**src/sv/scd_pkg.sv**
```systemverilog
// scd_pkg: constants and types for the scan code set 1 key decoder
// prefixes, scan codes, flag bit positions, special key ids and the result record
// no dependencies
package scd_pkg;

    // prefixes in the high byte of a raw word
    localparam logic [7:0] PRE_NONE  = 8'h00;
    localparam logic [7:0] PRE_EXT   = 8'hE0;
    localparam logic [7:0] PRE_PAUSE = 8'hFF;

    // unprefixed make codes
    localparam logic [7:0] SC_CTRL   = 8'h1D;
    localparam logic [7:0] SC_LSHIFT = 8'h2A;
    localparam logic [7:0] SC_RSHIFT = 8'h36;
    localparam logic [7:0] SC_ALT    = 8'h38;
    localparam logic [7:0] SC_CAPS   = 8'h3A;
    localparam logic [7:0] SC_NUM    = 8'h45;
    localparam logic [7:0] SC_SCROLL = 8'h46;

    // break codes
    localparam logic [7:0] SC_CTRL_BRK   = 8'h9D;
    localparam logic [7:0] SC_LSHIFT_BRK = 8'hAA;
    localparam logic [7:0] SC_RSHIFT_BRK = 8'hB6;
    localparam logic [7:0] SC_ALT_BRK    = 8'hB8;

    // extended codes after E0
    localparam logic [7:0] SC_ENTER  = 8'h1C;
    localparam logic [7:0] SC_PRINT  = 8'h37;
    localparam logic [7:0] SC_SLASH  = 8'h35;
    localparam logic [7:0] SC_HOME   = 8'h47;
    localparam logic [7:0] SC_UP     = 8'h48;
    localparam logic [7:0] SC_PGUP   = 8'h49;
    localparam logic [7:0] SC_LEFT   = 8'h4B;
    localparam logic [7:0] SC_RIGHT  = 8'h4D;
    localparam logic [7:0] SC_END    = 8'h4F;
    localparam logic [7:0] SC_DOWN   = 8'h50;
    localparam logic [7:0] SC_PGDN   = 8'h51;
    localparam logic [7:0] SC_INSERT = 8'h52;
    localparam logic [7:0] SC_DELETE = 8'h53;

    // modifier and lock flag bit positions
    localparam int FL_SCROLL = 0;
    localparam int FL_CAPS   = 1;
    localparam int FL_NUM    = 2;
    localparam int FL_LSHIFT = 3;
    localparam int FL_RSHIFT = 4;
    localparam int FL_LCTRL  = 5;
    localparam int FL_RCTRL  = 6;
    localparam int FL_LALT   = 7;
    localparam int FL_RALT   = 8;
    localparam int FL_W      = 9;

    // event kinds
    localparam logic KIND_CHAR    = 1'b0;
    localparam logic KIND_SPECIAL = 1'b1;

    // modifier classes
    localparam logic [2:0] CLS_NONE  = 3'd0;
    localparam logic [2:0] CLS_SHIFT = 3'd1;
    localparam logic [2:0] CLS_CTRL  = 3'd2;
    localparam logic [2:0] CLS_ALT   = 3'd4;

    // special key ids
    localparam logic [6:0] ID_LCTRL  = 7'd0;
    localparam logic [6:0] ID_LSHIFT = 7'd1;
    localparam logic [6:0] ID_RSHIFT = 7'd2;
    localparam logic [6:0] ID_LALT   = 7'd3;
    localparam logic [6:0] ID_CAPS   = 7'd4;
    localparam logic [6:0] ID_NUM    = 7'd5;
    localparam logic [6:0] ID_SCROLL = 7'd6;
    localparam logic [6:0] ID_RCTRL  = 7'd7;
    localparam logic [6:0] ID_RALT   = 7'd8;
    localparam logic [6:0] ID_ENTER  = 7'd9;
    localparam logic [6:0] ID_PRINT  = 7'd10;
    localparam logic [6:0] ID_SYSREQ = 7'd11;
    localparam logic [6:0] ID_SLASH  = 7'd12;
    localparam logic [6:0] ID_HOME   = 7'd13;
    localparam logic [6:0] ID_UP     = 7'd14;
    localparam logic [6:0] ID_PGUP   = 7'd15;
    localparam logic [6:0] ID_LEFT   = 7'd16;
    localparam logic [6:0] ID_RIGHT  = 7'd17;
    localparam logic [6:0] ID_END    = 7'd18;
    localparam logic [6:0] ID_DOWN   = 7'd19;
    localparam logic [6:0] ID_PGDN   = 7'd20;
    localparam logic [6:0] ID_INSERT = 7'd21;
    localparam logic [6:0] ID_DELETE = 7'd22;
    localparam logic [6:0] ID_PAUSE  = 7'd23;

    // output tdata layout, lowest bit first
    localparam int OUT_CLS_LO  = 0;
    localparam int OUT_CODE_LO = 3;
    localparam int OUT_LED_LO  = 10;
    localparam int OUT_UPD     = 13;
    localparam int OUT_REBOOT  = 14;

    typedef struct packed {
        logic       kind;
        logic [2:0] cls;
        logic [6:0] code;
        logic [2:0] leds;
        logic       upd;
        logic       reboot;
    } t_result;

endpackage

```
**src/sv/scancode_set1_key_decoder.sv**
```systemverilog
// a word held in the input register is decoded into the result register on the master side
// throughput: one word per cycle while no result waits on a stalled master side, set by the
// single decode stage; words that give no result are absorbed without a master-side word
// reset: synchronous active-low i_rst_n clears both valid flags and all modifier and lock
// flags, so the leds read zero and no shift, ctrl or alt is held
// depends on scd_pkg
module scancode_set1_key_decoder (
    input  logic        i_clk,
    input  logic        i_rst_n,
    input  logic        i_s_tvalid,
    output logic        o_s_tready,
    input  logic [15:0] i_s_tdata,  // raw_code[15:0]
    output logic        o_m_tvalid,
    input  logic        i_m_tready,
    // modifier_class[2:0], key_code[9:3], led_state[12:10], led_update[13],
    // reboot_request[14], zero[15]
    output logic [15:0] o_m_tdata,
    output logic        o_m_tuser   // event_kind[0]
);

    logic                     r_in_valid;
    logic [15:0]              r_in_code;
    logic [scd_pkg::FL_W-1:0] r_flags;
    logic [scd_pkg::FL_W-1:0] n_flags;
    logic                     r_out_valid;
    scd_pkg::t_result         r_out;
    scd_pkg::t_result         n_out;
    logic                     w_has;
    logic                     w_adv;
    logic                     w_ctrl;
    logic                     w_alt;
    logic                     w_shift;
    logic [7:0]               w_pre;
    logic [7:0]               w_sc;

    assign w_pre   = r_in_code[15:8];
    assign w_sc    = r_in_code[7:0];
    assign w_ctrl  = r_flags[scd_pkg::FL_LCTRL]  | r_flags[scd_pkg::FL_RCTRL];
    assign w_alt   = r_flags[scd_pkg::FL_LALT]   | r_flags[scd_pkg::FL_RALT];
    assign w_shift = r_flags[scd_pkg::FL_LSHIFT] | r_flags[scd_pkg::FL_RSHIFT];

    always_comb begin
        n_flags     = r_flags;
        w_has       = 1'b0;
        n_out.kind  = scd_pkg::KIND_SPECIAL;
        n_out.cls   = scd_pkg::CLS_NONE;
        n_out.code  = w_sc[6:0];
        n_out.upd   = 1'b0;
        n_out.reboot = 1'b0;
        unique case (w_pre)
            scd_pkg::PRE_NONE: begin
                if (!w_sc[7]) begin
                    w_has = 1'b1;
                    case (w_sc)
                        scd_pkg::SC_CTRL: begin
                            n_flags[scd_pkg::FL_LCTRL] = 1'b1;
                            n_out.code = scd_pkg::ID_LCTRL;
                        end
                        scd_pkg::SC_LSHIFT: begin
                            n_flags[scd_pkg::FL_LSHIFT] = 1'b1;
                            n_out.code = scd_pkg::ID_LSHIFT;
                        end
                        scd_pkg::SC_RSHIFT: begin
                            n_flags[scd_pkg::FL_RSHIFT] = 1'b1;
                            n_out.code = scd_pkg::ID_RSHIFT;
                        end
                        scd_pkg::SC_ALT: begin
                            n_flags[scd_pkg::FL_LALT] = 1'b1;
                            n_out.code = scd_pkg::ID_LALT;
                        end
                        scd_pkg::SC_CAPS: begin
                            n_flags[scd_pkg::FL_CAPS] = ~r_flags[scd_pkg::FL_CAPS];
                            n_out.code = scd_pkg::ID_CAPS;
                            n_out.upd  = 1'b1;
                        end
                        scd_pkg::SC_NUM: begin
                            n_flags[scd_pkg::FL_NUM] = ~r_flags[scd_pkg::FL_NUM];
                            n_out.code = scd_pkg::ID_NUM;
                            n_out.upd  = 1'b1;
                        end
                        scd_pkg::SC_SCROLL: begin
                            n_flags[scd_pkg::FL_SCROLL] = ~r_flags[scd_pkg::FL_SCROLL];
                            n_out.code = scd_pkg::ID_SCROLL;
                            n_out.upd  = 1'b1;
                        end
                        default: begin
                            // plain character, alt beats ctrl beats shift
                            n_out.kind = scd_pkg::KIND_CHAR;
                            if (w_alt) begin
                                n_out.cls = scd_pkg::CLS_ALT;
                            end else if (w_ctrl) begin
                                n_out.cls = scd_pkg::CLS_CTRL;
                            end else if (w_shift) begin
                                n_out.cls = scd_pkg::CLS_SHIFT;
                            end
                        end
                    endcase
                end else begin
                    // releases only drop held modifiers, never give a word
                    case (w_sc)
                        scd_pkg::SC_CTRL_BRK:   n_flags[scd_pkg::FL_LCTRL]  = 1'b0;
                        scd_pkg::SC_LSHIFT_BRK: n_flags[scd_pkg::FL_LSHIFT] = 1'b0;
                        scd_pkg::SC_RSHIFT_BRK: n_flags[scd_pkg::FL_RSHIFT] = 1'b0;
                        scd_pkg::SC_ALT_BRK:    n_flags[scd_pkg::FL_LALT]   = 1'b0;
                        default: ;
                    endcase
                end
            end
            scd_pkg::PRE_EXT: begin
                w_has = 1'b1;
                case (w_sc)
                    scd_pkg::SC_CTRL: begin
                        n_flags[scd_pkg::FL_RCTRL] = 1'b1;
                        n_out.code = scd_pkg::ID_RCTRL;
                    end
                    scd_pkg::SC_CTRL_BRK: begin
                        n_flags[scd_pkg::FL_RCTRL] = 1'b0;
                        w_has = 1'b0;
                    end
                    scd_pkg::SC_ALT: begin
                        n_flags[scd_pkg::FL_RALT] = 1'b1;
                        n_out.code = scd_pkg::ID_RALT;
                    end
                    scd_pkg::SC_ALT_BRK: begin
                        n_flags[scd_pkg::FL_RALT] = 1'b0;
                        w_has = 1'b0;
                    end
                    scd_pkg::SC_ENTER:  n_out.code = scd_pkg::ID_ENTER;
                    scd_pkg::SC_PRINT:  n_out.code = w_ctrl ? scd_pkg::ID_PRINT
                                                            : scd_pkg::ID_SYSREQ;
                    scd_pkg::SC_SLASH:  n_out.code = scd_pkg::ID_SLASH;
                    scd_pkg::SC_HOME:   n_out.code = scd_pkg::ID_HOME;
                    scd_pkg::SC_UP:     n_out.code = scd_pkg::ID_UP;
                    scd_pkg::SC_PGUP:   n_out.code = scd_pkg::ID_PGUP;
                    scd_pkg::SC_LEFT:   n_out.code = scd_pkg::ID_LEFT;
                    scd_pkg::SC_RIGHT:  n_out.code = scd_pkg::ID_RIGHT;
                    scd_pkg::SC_END:    n_out.code = scd_pkg::ID_END;
                    scd_pkg::SC_DOWN:   n_out.code = scd_pkg::ID_DOWN;
                    scd_pkg::SC_PGDN:   n_out.code = scd_pkg::ID_PGDN;
                    scd_pkg::SC_INSERT: n_out.code = scd_pkg::ID_INSERT;
                    scd_pkg::SC_DELETE: begin
                        n_out.code   = scd_pkg::ID_DELETE;
                        n_out.reboot = w_ctrl & w_alt;
                    end
                    default: w_has = 1'b0;
                endcase
            end
            scd_pkg::PRE_PAUSE: begin
                w_has      = 1'b1;
                n_out.code = scd_pkg::ID_PAUSE;
            end
            default: ;
        endcase
        // leds as they stand after this word
        n_out.leds = {n_flags[scd_pkg::FL_CAPS], n_flags[scd_pkg::FL_NUM],
                      n_flags[scd_pkg::FL_SCROLL]};
    end

    // a word leaves the input register when it gives nothing or the result slot frees up
    assign w_adv      = r_in_valid & (~w_has | ~r_out_valid | i_m_tready);
    assign o_s_tready = ~r_in_valid | w_adv;

    always_ff @(posedge i_clk) begin
        if (!i_rst_n) begin
            r_in_valid  <= 1'b0;
            r_out_valid <= 1'b0;
            r_flags     <= '0;
        end else begin
            if (o_s_tready) begin
                r_in_valid <= i_s_tvalid;
            end
            if (w_adv) begin
                r_flags <= n_flags;
            end
            if (w_adv && w_has) begin
                r_out_valid <= 1'b1;
            end else if (i_m_tready) begin
                r_out_valid <= 1'b0;
            end
        end
    end

    always_ff @(posedge i_clk) begin
        if (o_s_tready && i_s_tvalid) begin
            r_in_code <= i_s_tdata;
        end
        if (w_adv && w_has) begin
            r_out <= n_out;
        end
    end

    assign o_m_tvalid = r_out_valid;
    assign o_m_tuser  = r_out.kind;
    assign o_m_tdata  = {1'b0, r_out.reboot, r_out.upd, r_out.leds, r_out.code, r_out.cls};

endmodule

```
**config.mk**
```make
export PLATFORM = sky130hd
export DESIGN_NAME = scancode_set1_key_decoder
export DESIGN_NICKNAME = d
export VERILOG_FILES = /design/src/sv/scd_pkg.sv /design/src/sv/scancode_set1_key_decoder.sv
export SDC_FILE = /design/constraint.sdc
export NUM_CORES = 1
export LEC_CHECK = 0
export ABC_AREA = 1
export BUFFER_PORTS_ARGS = -buffer_cell sky130_fd_sc_hd__buf_2
export CORE_MARGIN = 4
export CORE_UTILIZATION = 62
export CTS_BUF_LIST = sky130_fd_sc_hd__clkbuf_4 sky130_fd_sc_hd__clkbuf_8
export CTS_CLUSTER_SIZE = 16
export DETAILED_ROUTE_END_ITERATION = 7
export GPL_TIMING_DRIVEN = 0
export HOLD_SLACK_MARGIN = 0.05
export PLACE_DENSITY = 0.9
export SETUP_SLACK_MARGIN = 0.02
export SLEW_MARGIN = 30
export SYNTH_ARGS = -nofsm -noshare
export SYNTH_HDL_FRONTEND = slang
export SYNTH_SLANG_ARGS = --single-unit
```
**constraint.sdc**
```tcl
create_clock -name i_clk -period 3.11 [get_ports i_clk]
set_clock_uncertainty 0.05 [all_clocks]
set_input_delay 0.311 -clock i_clk [delete_from_list [all_inputs] [get_ports i_clk]]
set_output_delay 0.311 -clock i_clk [all_outputs]
set_load 0.01 [all_outputs]
```
==> results of run 1 <==
[sequential cells by signal, indices dropped and copies added (netlist names)]
name,flops
r_flags,9
r_in_code,16
o_m_tuser,1
o_m_tdata,15
r_in_valid,1
o_m_tvalid,1
[per-stage QoR]
step	setup WS (ns)	area, um2
finish	0.465	2650
global route	0.301	2650
global placement	0.689	2470
detailed placement	0.643	2470
CTS	0.481	2520
floorplan	0.916	2220
[worst register-to-register path: stages, from the launching register on]
cell	delay, ns
edfxtp_1	0.57
nand2_1	0.21
nor2_2	0.09
o21ai_1	0.18
nand2_1	0.10
nor2_1	0.09
nand2_1	0.08
nand2_2	0.09
nand2_2	0.09
nand3_1	0.12
nand2_1	0.08
inv_1	0.44
[timing repair]
| action | in CTS | in global routing |
|---|---|---|
| resized for setup | 0 | 0 |
| endpoints found under the hold margin | 0 | 13 |
| hold buffers | 0 | 13 |
[where the power goes]
part,leakage (nW),switching (mW),internal [mW],total [mW]
registers,0.391,0.0203,0.636,0.656
logic,0.794,0.0636,0.0409,0.104
clock network,0.0317,0.181,0.0960,0.277
[worst max path at each step]
stage / start / to / slack, ns / depth (start not counted)
4_1_cts: r_in_code[7]$_DFFE_PP_ / o_s_tready / 0.48 / 11
3_5_place_dp: r_in_code[0]$_DFFE_PP_ / r_in_code[2]$_DFFE_PP_ / 0.64 / 11
2_1_floorplan: r_in_code[0]$_DFFE_PP_ / r_in_code[0]$_DFFE_PP_ / 0.92 / 11
3_3_place_gp: r_in_code[0]$_DFFE_PP_ / r_in_code[3]$_DFFE_PP_ / 0.69 / 11
5_1_grt: r_in_code[2]$_DFFE_PP_ / o_s_tready / 0.30 / 11
6_report: r_in_code[7]$_DFFE_PP_ / o_s_tready / 0.46 / 11
[metal layers]
layer	part of all wire, %	GRT usage [%]
met5	0	0
met4	4.0	11.9
met3	8.3	6.08
met2	49	39.6
met1	39	26.2
[cells in the mapped netlist]
master      n  area share (%)
a2111oi_2   1            0.68
a211oi_1    1            0.34
a21oi_1     6             1.4
a21oi_2     1            0.39
buf_4       1            0.34
clkbuf_1    1            0.17
conb_1      1            0.17
dfxtp_1    11             9.9
edfxtp_1   32              43
inv_1      32             5.4
inv_2       8             1.4
nand2_1    48             8.1
nand2_2     5             1.4
nand2_4     2             1.0
nand3_1    18             4.1
nand3_2     1            0.45
nand4_1    14             3.9
nor2_1     35             5.9
nor2_2      3            0.84
nor2_4      1            0.51
nor2_8      1            0.90
nor3_1      7             1.6
nor4_1      3            0.84
o211ai_1    4             1.4
o21a_1      1            0.34
o21ai_0     9             2.0
o21ai_1     4            0.90
o21bai_1    4             1.4
xor2_1      3             1.2
[layout by cell type (no fill, tap or decap), types with 8 or more instances in the layout]
cell,synthesis,routed
edfxtp_1,32,32
nand4_1,14,14
nor2_1,35,35
o21ai_0,9,9
dlygate4sd3_1,0,13
inv_1,32,32
buf_2,0,37
nand3_1,18,18
dfxtp_1,11,11
inv_2,8,8
nand2_1,48,48
[logic make-up after synthesis]
logic type | after synthesis | synth area share [%]
compound gates | 31 | 8.72
xor+xnor | 3 | 1.18
buf+inv | 42 | 7.26
flops | 43 | 53.1
other cells | 1 | 0.169
simple gates | 138 | 29.5
[layout make-up]
| cell class | count | area (um2) |
|---|---|---|
| fill | 233 | 736 |
| buffer | 2 | 11.3 |
| sequential | 43 | 1180 |
| timing repair buffer | 50 | 315 |
| inverter | 40 | 150 |
| tap | 46 | 57.6 |
| clock buffer | 6 | 45.0 |
| clock inverter | 2 | 12.5 |
| multi-input combinational | 173 | 881 |
==> impl_results.md, run 1 <==
* Initial antenna violation count at 0
* Maximum number of pins on one net before global-route repair at 18
* IO Count at 39
* Placed cell count at 341
* Slowest stage delay, CP at 0.53 ns
* Port buffer count at 37
* Critical path launch point type: register
* Crit. End Element: output pin
* Grt total ovfl at 0
* WL/cell at 13.6 um
* Vias at 1953
* Worst r2r path cells at 11
* Rows at 21
* R2r endpoint: r_in_code[0]$_DFFE_PP_
* Max-Slew Margin vs Limit at 46.2%
* Detailed-route DRC error count at 0
* Final hold violations at 0
* Final min period at 2.65 ns
* MaxCap Viol Count at 0
* Chip Height at 67.9 um
* Pin slew with the least headroom to its limit at 0.800 ns
* First-pass DRT Iterations at 4
* Pwr dens at 391 nW/um2
* Layout cells sized above 1 at 21.8%
* Worst hold path type: primary input to register
* Mapped Area at 2220 um2
* Top delay family on crit path: simple AND/OR/NAND/NOR gates
* Worst-path cell chain: inv_2 > nand2_4 > nor2_8 > nand3_2 > nand3_1 > nor2_1 > nand2_1 > nand2_2 > nand2_2 > nand3_1 > buf_2
* Outcome: finished, final reports clean
* Setup Buffers After CTS at 0
* Reg-to-reg startpoint: r_in_code[0]$_DFFE_PP_
* CTS tree: done
* Syn nets at 278
* Req. time, crit path at 2.75 ns
* YS warnings at 0
* Worst-path clk slew at 0.12 ns
* Setup TNS at 0 ns
* Seq cells post-synth at 43
* CTS H-tree depth at 2
* Syn Area/Cell at 8.62 um2
* RSZ-0062 raised after global routing: no
* Register area share after synthesis at 53.1%
* CP bufs+invs at 2
* Number of global-route vias before repair at 1804
* Post-layout net count at 335
* Diode count at 0
* Period Utilization, post-route at 85.0%
* Worst hold margin at 0.0780 ns
* Util after Layout at 78.3%
* Chip width at 67.9 um
* Post-DP HPWL at 3580 um
* Hold path start: i_s_tdata[8]
* Hold path cells at 1
* CP max stage cell: edfxtp_1
* VDD IR max at 0.000303 V
* Hold endpoint: r_in_code[8]$_DFFE_PP_
* Syn Inst Count at 258
* Netlist cell types at 29
* Worst-Skew Late Latency at 0.36 ns
* Fin. max-slew vios at 0
* CTS max path bufs at 2
* Critical path fanouts, max at 9
* Post-route ant nets at 0
* Starting density of the core at 65.6%
* Root buf cell: clkbuf_4
* Final setup fails at 0
* Core area at 3390 um2
* Initial DRC count at 149
* Area Overhead vs Synth at 19.4%
* R2R Setup Slk at 0.57 ns
* Leakage at 1.22 nW
* First-pass GRT wire length at 7660 um
* Critical path type: register to output pin
* Clock sink total at 43
* Final WL at 4920 um
* Crit path DAT at 2.28 ns
* Fmax at 378 MHz
* Die area at 4610 um2
* Tot GR Track Use at 23.0%
* Final RePlAce weighted congestion at 0.960
* CTS buffer count at 5
* Post-Layout Cell Count at 362
* Vias per cell at 5.40
* Overall Power at 1.04 mW
Power figures use the tool's default switching activity.
==> inputs of run 2 (changes only) <==
--- a/config.mk
+++ b/config.mk
@@ -8,13 +8,13 @@
 export ABC_AREA = 1
 export BUFFER_PORTS_ARGS = -buffer_cell sky130_fd_sc_hd__buf_2
 export CORE_MARGIN = 4
-export CORE_UTILIZATION = 62
+export CORE_UTILIZATION = 50
 export CTS_BUF_LIST = sky130_fd_sc_hd__clkbuf_4 sky130_fd_sc_hd__clkbuf_8
 export CTS_CLUSTER_SIZE = 16
 export DETAILED_ROUTE_END_ITERATION = 7
 export GPL_TIMING_DRIVEN = 0
 export HOLD_SLACK_MARGIN = 0.05
-export PLACE_DENSITY = 0.9
+export PLACE_DENSITY = 0.76
 export SETUP_SLACK_MARGIN = 0.02
 export SLEW_MARGIN = 30
 export SYNTH_ARGS = -nofsm -noshare
==> impl_results.md, run 2 (synthesis results as in run 1) <==
* Outcome: finished, final reports clean
* Vias at 1884 (-3.5%)
* Setup Buffers After CTS at 0 (unchanged)
* CTS max path bufs at 2 (unchanged)
* R2R Setup Slk at 0.60 ns (+0.03 ns)
* Util after Layout at 62.4% (-16 points)
* Most common cell after layout, fill and taps aside: nand2_1
* Resize count post-CTS at 0 (unchanged)
* Crit path DAT at 2.21 ns (-0.07 ns)
* R2r endpoint: r_in_code[7]$_DFFE_PP_
* Worst-Skew Late Latency at 0.29 ns (-0.07 ns)
* Maximum number of pins on one net before global-route repair at 18 (unchanged)
* Worst hold path type: primary input to register
* WL/cell at 13.0 um (-4.6%)
* Period Utilization, post-route at 82.7% (-2.3 points)
* Leakage at 1.19 nW (-2.2%)
* Pin slew with the least headroom to its limit at 0.882 ns (+0.0822 ns)
* RSZ-0062 raised after global routing: no
* Critical path type: register to output pin
* Initial DRC count at 219 (+47%)
* Reg-to-reg startpoint: r_in_code[2]$_DFFE_PP_
* Setup TNS at 0 ns (unchanged)
* Layout cells sized above 1 at 22.8% (+0.94 points)
* Post-route ant nets at 0 (unchanged)
* Crit path to: o_s_tready
* Area Overhead vs Synth at 16.3%
* Pwr dens at 459 nW/um2 (+17%)
* Critical Path Start: r_in_code[7]$_DFFE_PP_
* Port buffer count at 37 (unchanged)
* Chip Height at 74.7 um (+10%)
* CTS H-tree depth at 2 (unchanged)
* Crit. End Element: output pin
* Starting density of the core at 53.7% (-12 points)
* Final hold violations at 0 (unchanged)
* First-pass GRT wire length at 7800 um (+1.8%)
* Post-layout net count at 322 (-3.9%)
* Vias per cell at 5.34 (-1.1%)
* Fin. max-slew vios at 0 (unchanged)
* Root buf cell: clkbuf_8
* Critical path fanouts, max at 9 (unchanged)
* CTS buffer count at 5 (unchanged)
* Max-Slew Margin vs Limit at 40.6% (-5.5 points)
* IO Count at 39 (unchanged)
* Tot GR Track Use at 18.3% (-4.7 points)
* Post-DP HPWL at 3580 um (-0.14%)
* Diode count at 0 (unchanged)
* Chip width at 74.7 um (+10%)
* Detailed-route DRC error count at 0 (unchanged)
* Number of flip-flops in the largest register at 16 (unchanged)
* VDD IR max at 0.000288 V (-4.8%)
* MaxCap Viol Count at 0 (unchanged)
* Clock sink total at 43 (unchanged)
* Post-CTS Hold Buffers at 0 (unchanged)
* Final WL at 4580 um (-6.9%)
* Core area at 4140 um2 (+22%)
* Overall Power at 1.19 mW (+14%)
* CTS tree: done
* First-pass DRT Iterations at 4 (unchanged)
* Grt total ovfl at 0 (unchanged)
* Largest Register: r_in_code
* Final min period at 2.57 ns (-0.0717 ns)
* Die area at 5580 um2 (+21%)
* Req. time, crit path at 2.75 ns (about the same)
* Commonest non-fill, non-tap cells in the layout: nand2_1 (48), buf_2 (37), nor2_1 (35)
* Initial antenna violation count at 0 (unchanged)
* Filler Cell Count at 365 (+57%)
* Critical path launch point type: register
* Worst-path clk slew at 0.08 ns (-0.04 ns)
* Final RePlAce weighted congestion at 0.921 (-4.0%)
* Number of global-route vias before repair at 1777 (-1.5%)
* Fmax at 389 MHz (+2.8%)
* Worst r2r path cells at 12 (+1)
* Rows at 23 (+9.5%)
* Final setup fails at 0 (unchanged)
==> run 2: routing by layer <==
metal,GRT usage (%),wire [um],up-vias
li1,-,-,952
met2,31.1,2130,87
met1,22.8,1980,831
met4,7.11,102,0
met5,0,0,-
met3,4.01,362,14
==> run 2: stage by stage <==
stage | hold WS, ns | worst slack (ns) | cell area, um2 | instances
global route | 0.123 | 0.319 | 2580 | 353
floorplan | 0.360 | 0.916 | 2220 | 258
global placement | 0.408 | 0.681 | 2470 | 345
CTS | 0.133 | 0.558 | 2580 | 353
detailed placement | 0.420 | 0.638 | 2470 | 345
finish | 0.141 | 0.537 | 2580 | 353
==> run 2: area by class of cell <==
cell class	count	area, um2	area share, %
flip-flops and latches	43	1180	45.7
multi-input cells	173	881	34.1
plain buffers	2	11.3	0.436
clock inverters	1	30.0	1.16
repair buffers	37	185	7.16
well taps	50	62.6	2.42
inverters	40	150	5.81
clock buffers	7	83.8	3.24
==> run 2: report_power, final <==
part	switching [mW]	internal (mW)
Sequential	0.0191	0.636
Clock	0.182	0.258
Combinational	0.0603	0.0302
==> run 2: worst max-delay path, stage by stage, from the launching register on <==
cell and delay, ns:
edfxtp_1 0.50, inv_2 0.22, nand2_4 0.10, nor2_8 0.17
nand3_2 0.15, nand3_1 0.10, nor2_1 0.05, nand2_1 0.09
nand2_2 0.09, nand2_2 0.15, nand3_1 0.13, buf_2 0.17
==> run 2: worst min path at each step <==
stage / start / to / slack (ns) / cells after the start
2_1_floorplan: i_s_tdata[0] / r_in_code[0]$_DFFE_PP_ / 0.36 / 0
3_3_place_gp: r_flags[1]$_SDFFE_PN0N_ / r_flags[1]$_SDFFE_PN0N_ / 0.41 / 2
3_5_place_dp: r_flags[2]$_SDFFE_PN0N_ / r_flags[2]$_SDFFE_PN0N_ / 0.42 / 2
4_1_cts: i_s_tdata[1] / r_in_code[1]$_DFFE_PP_ / 0.13 / 1
5_1_grt: i_s_tdata[0] / r_in_code[0]$_DFFE_PP_ / 0.12 / 1
6_report: i_s_tdata[12] / r_in_code[12]$_DFFE_PP_ / 0.14 / 1
